## src/rtl/core/blm_pkg.sv

```systemverilog
`timescale 1ns / 1ps
`default_nettype none

package blm_pkg;

  // list geometry
  localparam int NUM_TILES   = 256;
  localparam int NUM_BUCKETS = 64;

  localparam int TILE_AW = (NUM_TILES > 1) ? $clog2(NUM_TILES) : 1;
  localparam int LINK_W  = $clog2(NUM_TILES + 1);
  localparam int BKT_AW  = (NUM_BUCKETS > 1) ? $clog2(NUM_BUCKETS) : 1;

  // item field widths
  localparam int KIND_W = 2;
  localparam int TILE_W = 8;
  localparam int BKT_W  = 6;
  localparam int CNT_W  = 9;

  typedef logic [LINK_W-1:0] link_t;
  typedef logic [CNT_W-1:0]  count_t;

  localparam link_t  EMPTY_MARK = LINK_W'(NUM_TILES);
  localparam count_t COUNT_MAX  = '1;

  typedef enum logic [KIND_W-1:0] {
    KIND_INSERT = 2'd0,
    KIND_REMOVE = 2'd1,
    KIND_HEAD   = 2'd2
  } kind_e;

  typedef enum logic [2:0] {
    S_IDLE,
    S_FETCH,
    S_DECIDE,
    S_INS2,
    S_UNLINK,
    S_CLEAR,
    S_DONE
  } state_e;

  // controller to datapath
  typedef struct packed {
    logic capture;
    logic fetch;
    logic ins1;
    logic ins2;
    logic head_rd;
    logic unlink;
    logic clear;
    logic finish;
  } cmd_t;

  // datapath to controller
  typedef struct packed {
    logic ins_go;
    logic rem_go;
    logic head_go;
    logic out_free;
  } stat_t;

  // any link value not below the tile count means empty
  function automatic link_t canon(input link_t v);
    return (int'(v) < NUM_TILES) ? v : EMPTY_MARK;
  endfunction

  function automatic count_t count_up(input count_t c);
    return (c != COUNT_MAX) ? c + CNT_W'(1) : c;
  endfunction

  function automatic count_t count_down(input count_t c);
    return (c != '0) ? c - CNT_W'(1) : c;
  endfunction

endpackage

`default_nettype wire

```

## src/rtl/core/blm_ctrl.sv

```systemverilog
`timescale 1ns / 1ps
`default_nettype none

module blm_ctrl (
  input  wire logic           clk_i,
  input  wire logic           rst_ni,
  input  wire logic           in_valid_i,
  output logic                in_ready_o,
  input  wire blm_pkg::stat_t st_i,
  output blm_pkg::cmd_t       cmd_o
);

  import blm_pkg::*;

  state_e state_q, state_d;

  // state register
  always_ff @(posedge clk_i or negedge rst_ni) begin
    if (!rst_ni) begin
      state_q <= S_IDLE;
    end else begin
      state_q <= state_d;
    end
  end

  // next state
  always_comb begin
    state_d = state_q;
    case (state_q)
      S_IDLE: begin
        if (in_valid_i) state_d = S_FETCH;
      end
      S_FETCH:  state_d = S_DECIDE;
      S_DECIDE: begin
        if (st_i.ins_go) begin
          state_d = S_INS2;
        end else if (st_i.rem_go || st_i.head_go) begin
          state_d = S_UNLINK;
        end else begin
          state_d = S_DONE;
        end
      end
      S_INS2:   state_d = S_DONE;
      S_UNLINK: state_d = S_CLEAR;
      S_CLEAR:  state_d = S_DONE;
      S_DONE: begin
        if (st_i.out_free) state_d = S_IDLE;
      end
      default:  state_d = S_IDLE;
    endcase
  end

  // commands
  always_comb begin
    cmd_o      = '0;
    in_ready_o = 1'b0;
    case (state_q)
      S_IDLE: begin
        in_ready_o    = 1'b1;
        cmd_o.capture = in_valid_i;
      end
      S_FETCH:  cmd_o.fetch = 1'b1;
      S_DECIDE: begin
        cmd_o.ins1    = st_i.ins_go;
        cmd_o.head_rd = st_i.head_go;
      end
      S_INS2:   cmd_o.ins2 = 1'b1;
      S_UNLINK: cmd_o.unlink = 1'b1;
      S_CLEAR:  cmd_o.clear = 1'b1;
      S_DONE:   cmd_o.finish = st_i.out_free;
      default: begin
        cmd_o      = '0;
        in_ready_o = 1'b0;
      end
    endcase
  end

endmodule

`default_nettype wire

```

## config.mk

```make
export PLATFORM = sky130hd
export DESIGN_NAME = blm_ctrl
export DESIGN_NICKNAME = d
export VERILOG_FILES = /design/src/rtl/core/blm_pkg.sv /design/src/rtl/core/blm_ctrl.sv
export SDC_FILE = /design/constraint.sdc
export NUM_CORES = 1
export LEC_CHECK = 0
export BUFFER_PORTS_ARGS = -buffer_cell sky130_fd_sc_hd__buf_2
export CAP_MARGIN = 20
export CORE_AREA = 8 8 45 47
export DETAILED_ROUTE_END_ITERATION = 8
export DIE_AREA = 0 0 53 55
export SKIP_LAST_GASP = 1
export SLEW_MARGIN = 20
export SYNTH_ARGS = -nofsm -noshare
export SYNTH_HDL_FRONTEND = slang
export SYNTH_SLANG_ARGS = --single-unit
```

## constraint.sdc

```tcl
create_clock -name clk_i -period 1.55 [get_ports clk_i]
set_clock_uncertainty 0.15 [all_clocks]
set_input_delay 0.2325 -clock clk_i [delete_from_list [all_inputs] [get_ports clk_i]]
set_output_delay 0.2325 -clock clk_i [all_outputs]
set_load 0.005 [all_outputs]
```

==> results of run 1 <==
==> worst paths after layout <==
kind                            cells after the start    endpoint  slack, ns
worst max register to register                      4  state_q[1]       0.26
max in group asynchronous                           2  state_q[2]       0.95
min in group asynchronous                           2  state_q[1]       0.18
worst max-delay path                                3    cmd_o[2]      0.006
worst min-delay path                                3  state_q[0]       0.14
worst min register to register                      2  state_q[0]       0.54
==> layer usage <==
metal	vias up	routed length [µm]	track usage [%]
met5	-	0	0
met4	0	27	9.05
met3	2	78	3.21
met2	14	366	6.64
met1	149	426	7.15
li1	155	-	-
==> through the flow <==
step	power (µW)	area [µm²]	TNS, ns	setup WS [ns]
final	981	489	0	0.00571
after global routing	1060	489	-0.297	-0.0779
after CTS	759	400	-0.0426	-0.0196
after detailed placement	547	338	0	0.145
after global placement	537	338	0	0.170
after floorplan	504	277	0	0.305
==> power groups by stage <==
stage	logic (µW)	registers, µW	clock network, µW
2_1_floorplan	354	150	0
3_3_place_gp	293	244	0
5_1_grt	658	253	152
6_report	604	243	134
3_5_place_dp	296	250	0
4_1_cts	369	245	144
==> cells by family (layout without fill, tap and decap cells) <==
logic type / count (synthesis) / in the layout / synth area share [%]
buffers and inverters: 4 / 32 / 13.6
AOI/OAI and AO/OA: 6 / 6 / 18.6
DFF: 3 / 3 / 27.1
and+or+nand+nor: 14 / 14 / 40.7
==> final cells by class <==
cell class,count,area share [%]
Multi-Input combinational cell,20,37.9
Tap cell,16,4.09
Timing Repair Buffer,27,35.8
Sequential cell,3,16.1
Clock buffer,4,5.37
Inverter,1,0.767
==> cell usage in the layout (no fill, tap or decap), types with 2 or more instances in the layout <==
cell type	n
buf_2	15
buf_4	9
clkbuf_4	3
dfrtp_2	3
nor3b_2	2
nand2b_1	2
buf_6	2
==> repair_timing <==
action                     in CTS  in global routing
setup endpoints to repair       7                  6
pin swaps                       0                  0
buffers inserted                3                  8
hold buffers                    1                  0
hold endpoints to repair        3                  0
gates resized for setup         3                  9
==> worst max-delay path: cells and delay by family (launching register included) <==
kind / cells / cell delay, ns
AND/OR/NAND/NOR: 2 / 0.35
flip-flops: 1 / 0.47
buffers and inverters: 1 / 0.12
==> run_results.csv, run 1 <==
group,metric,value,unit
global_routing,antenna_found_initial,0,
yosys,synthTopCellsByCount,"3 x buf_6, 3 x dfrtp_1, 2 x nand2b_1, 2 x nor3b_2, 2 x nor4bb_1",
placed_design,dp.cells,55,
die,die-area,0.00292,mm²
flow_run,cap_violations,0,
power_and_ir_drop,comb_power_share,61.6,%
worst_setup_path,cp.required,1.17,ns
yosys,synth_top_area_share,27.1,%
worst_setup_path,worstSetupPathType,"reg2out",
die,core.rowCount,14,
power_and_ir_drop,swShare,37.4,%
final_layout,multi_input_area,185,µm²
global_routing,grt_usage,6.23,%
yosys,synth_fp_nets,34,
worst_setup_path,arrival,1.16,ns
yosys,synth_area_per_cell,10.2,µm²
die,die_h,55,µm
final_layout,drive_gt1_share,72.7,%
sta,max_freq,648,MHz
yosys,yosysSeqAreaShare,27.1,%
sta,min_period_over_period,99.6,%
final_layout,largest_reg_flops,3,
clock_network,path_clk_slew,0.03,ns
yosys,synth_top_cell_by_area,"dfrtp_1",
clock_network,root_buffer,"clkbuf_4",
global_routing,grt_max_degree,14,
placed_design,hpwl,519,µm
final_layout,reg_top3,"state_q: 3 flops",
die,ios,16,
routing,finalWirelength,899,µm
die,core-area,0.00138,mm²
routing,detail_route.wl_per_cell,12.7,µm
final_layout,fin_util,35.4,%
final_layout,nets,63,
sta,fin_crit,1.54,ns
sta,rsz0062_at_grt,"true",
routing,drt_iter0_markers,8,
worst_setup_path,crit_chain,"or2_1, nor2_1, buf_2",
placed_design,numPortBuffers,15,
power_and_ir_drop,p_seq_share,24.8,%
yosys,yosys.cell_types.count,20,
power_and_ir_drop,power_density,2000,mW/mm²
final_layout,diodes,0,
power_and_ir_drop,ir_worst_vdd,497,µV
hold_path,hold_path.class,"in2reg",
yosys,async_flop_share,100,%
power_and_ir_drop,p_sw,367,µW
sta,finalHoldViolCount,0,
worst_setup_path,crit_path_max_incr_delay,0.47,ns
sta,slew_headroom,85.0,%
clock_network,cts_sinks,3,
die,initial_core_util,20.0,%
sta,setup_viol,0,
final_layout,nFillCells,153,
power_and_ir_drop,power_frac_clock,13.6,%
final_layout,syn_to_final_growth,76.9,%
sta,tightest_slew,0.225,ns
die,die_x,53,µm
clock_network,htreeDepth,1,
worst_setup_path,cp_slowest_cell,"dfrtp_2",
global_routing,grt_pass1_vias,302,
power_and_ir_drop,leakagePower,0.000245,µW
global_routing,grt-ovfl-total,0,
yosys,synth_edf_count,0,
final_layout,ff_latch_area,78.8,µm²
yosys,synthCells,27,
routing,drc_errors,0,
clock_network,clk_latency,0.23,ns
worst_setup_path,regToRegStartpoint,"state_q[0]",
yosys,ys.flop_type,"dfrtp_1",
worst_setup_path,crit_path_start_kind,"flop",
clock_network,numCtsBuffers,3,
yosys,ys_ff_latch,3,
routing,ant_nets,0,
sta,report.final.slew_viol_count,0,
worst_setup_path,cp-startpoint,"state_q[0]",
sta,holdWs,0.143,ns
worst_setup_path,cp_max_fo,7,
final_layout,fin_cells,71,
routing,dr.pass1.iters,3,
hold_path,hp-start,"st_i[3]",
power_and_ir_drop,p_int,614,µW
placed_design,gp_congestion,0.687,
clock_network,cts_tree,"yes",
yosys,synthTopCellsByArea,"dfrtp_1 27%, buf_6 12%, nor3b_2 9.0%",
worst_setup_path,cp-end-kind,"primary output",
yosys,yosys_warnings,0,
routing,avgViaCountPerCell,4.51,
global_routing,grt_pass1_wl,1.24,mm
final_layout,largest-register,"state_q",
yosys,syn-cell-area,277,µm²
outcome,status,"complete, no violations",
clock_network,cts_buffer_depth,2,
routing,via_count,320,
(Power assumes the default switching activity.)
==> run 2: changes to the inputs <==
--- a/config.mk
+++ b/config.mk
@@ -8,6 +8,7 @@
 export BUFFER_PORTS_ARGS = -buffer_cell sky130_fd_sc_hd__buf_2
 export CAP_MARGIN = 20
 export CORE_AREA = 8 8 45 47
+export CTS_BUF_LIST = sky130_fd_sc_hd__clkbuf_4 sky130_fd_sc_hd__clkbuf_8
 export DETAILED_ROUTE_END_ITERATION = 8
 export DIE_AREA = 0 0 53 55
 export SKIP_LAST_GASP = 1
==> run 2 against run 1 <==
Die area unchanged. Clock-buffer cell count unchanged. Register-to-register slack lost 0.02 ns. Via count is 0.63% higher. Clock power up 13%. First-iteration DRC count unchanged. Wire length is 0.11% lower. Setup slack gained 0.0043 ns. Largest cell class unchanged. Highest routed layer unchanged.
==> run_results.csv, run 2 (synthesized netlist as in run 1, its figures left out) <==
group,metric,value,unit
outcome,status,"complete, no violations",
placed_design,placedInstanceArea,338,µm²
final_layout,reg_top3,"state_q: 3 flops",
final_layout,largest-register,"state_q",
final_layout,layout_common_cells,"15 x buf_2, 10 x buf_4, 4 x clkbuf_4",
worst_setup_path,arrival,1.16,ns
worst_setup_path,crit_path_start_kind,"flop",
power_and_ir_drop,p_sw,365,µW
hold_path,hold_path.class,"in2reg",
clock_network,numCtsBuffers,3,
hold_path,holdPathStages,3,
final_layout,final_cell_area,489,µm²
routing,detail_route.wl_per_cell,12.6,µm
sta,setup_viol,0,
final_layout,nets,63,
worst_setup_path,worstSetupPathType,"reg2out",
final_layout,largest_reg_flops,3,
clock_network,root_buffer,"clkbuf_4",
sta,report.final.slew_viol_count,0,
power_and_ir_drop,power_density,2020,mW/mm²
final_layout,diodes,0,
placed_design,numPortBuffers,15,
flow_run,cap_violations,0,
global_routing,grt_max_degree,14,
die,core-area,0.00138,mm²
routing,via_count,322,
sta,max_freq,649,MHz
worst_setup_path,reg2regPathDepth,4,
placed_design,gp_congestion,0.687,
power_and_ir_drop,leakagePower,0.000248,µW
sta,fin_crit,1.54,ns
clock_network,cts_tree,"yes",
routing,drc_errors,0,
global_routing,grt_usage,6.23,%
final_layout,syn_to_final_growth,76.9,%
routing,avgViaCountPerCell,4.54,
power_and_ir_drop,comb_power_share,60.3,%
sta,tightest_slew,0.226,ns
routing,dr.pass1.iters,3,
power_and_ir_drop,power_frac_clock,15.3,%
die,die_h,55,µm
final_layout,final_common_cell,"buf_2",
die,initial_core_util,20.0,%
final_layout,drive_gt1_share,74.5,%
global_routing,grt-ovfl-total,0,
die,die_x,53,µm
die,die-area,0.00292,mm²
sta,slew_headroom,85.0,%
routing,drt_iter0_markers,8,
clock_network,clk_latency,0.23,ns
placed_design,hpwl,519,µm
power_and_ir_drop,p_int,624,µW
sta,min_period_over_period,99.4,%
power_and_ir_drop,p_seq_share,24.4,%
sta,rsz0062_at_grt,"true",
routing,finalWirelength,898,µm
sta,fin_setup_tns,0,ns
clock_network,cts_buffer_depth,2,
global_routing,grt_pass1_vias,302,
worst_setup_path,cp.required,1.17,ns
routing,ant_nets,0,
clock_network,cts_sinks,3,
global_routing,antenna_found_initial,0,
sta,finalHoldViolCount,0,
clock_network,path_clk_slew,0.04,ns
worst_setup_path,cp-end-kind,"primary output",
die,ios,16,
clock_network,htreeDepth,1,
global_routing,grt_pass1_wl,1.24,mm
power_and_ir_drop,swShare,36.9,%
power_and_ir_drop,ir_worst_vdd,545,µV
final_layout,nFillCells,152,
worst_setup_path,cp_max_fo,7,
die,core.rowCount,14,
==> run 2: per-layer routing <==
layer / global-route usage [%] / vias to the layer above / share of wire, % / wire length, µm
met5: 0 / - / 0 / 0
met4: 9.05 / 0 / 3.0 / 27
met3: 3.21 / 2 / 8.7 / 78
met2: 6.64 / 14 / 41 / 364
met1: 7.15 / 150 / 48 / 427
li1: - / 156 / - / -
==> run 2: metrics by stage <==
step / util, % / total power, µW / hold WS (ns) / setup slack, ns / std cells
global route: 35.4 / 1070 / 0.137 / -0.0775 / 71
floorplan: - / 504 / -0.213 / 0.305 / 27
finish: 35.4 / 989 / 0.143 / 0.00998 / 71
CTS: 29.2 / 776 / 0.126 / -0.0197 / 63
detailed placement: 24.4 / 547 / -0.118 / 0.145 / 55
global placement: 24.4 / 537 / -0.121 / 0.170 / 55
==> run 2: power by group through the flow <==
stage	clock network (µW)	registers [µW]	logic, µW
6_report	152	241	597
3_5_place_dp	0	250	296
5_1_grt	170	250	649
4_1_cts	162	245	369
2_1_floorplan	0	150	354
3_3_place_gp	0	244	293
==> run 2: repair_timing <==
item,CTS,global route
endpoints found under the hold margin,3,0
resized for setup,3,8
setup buffers,3,8
endpoints found under the setup margin,7,6
hold buffers,1,0
==> run 2: layout make-up <==
| class | count | area [µm²] | area share [%] |
|---|---|---|---|
| well taps | 16 | 20.0 | 4.09 |
| flip-flops and latches | 3 | 78.8 | 16.1 |
| repair buffers | 27 | 171 | 35.0 |
| multi-input cells | 20 | 185 | 37.9 |
| inverters | 1 | 3.75 | 0.767 |
| clock buffers | 4 | 30.0 | 6.14 |
==> run 2: critical path: stages, from the launching register on <==
cell and delay, ns:
dfrtp_2 0.45, or2_1 0.26, nor2_1 0.10, buf_2 0.12
==> run 2: final timing paths <==
| path | startpoint | to | slack, ns |
|---|---|---|---|
| max in group asynchronous | rst_ni | state_q[2] | 0.95 |
| worst min register to register | state_q[0] | state_q[0] | 0.52 |
| worst max register to register | state_q[0] | state_q[1] | 0.24 |
| worst min-delay path | st_i[3] | state_q[0] | 0.14 |
| min in group asynchronous | rst_ni | state_q[1] | 0.18 |
| worst max-delay path | state_q[1] | cmd_o[2] | 0.01 |
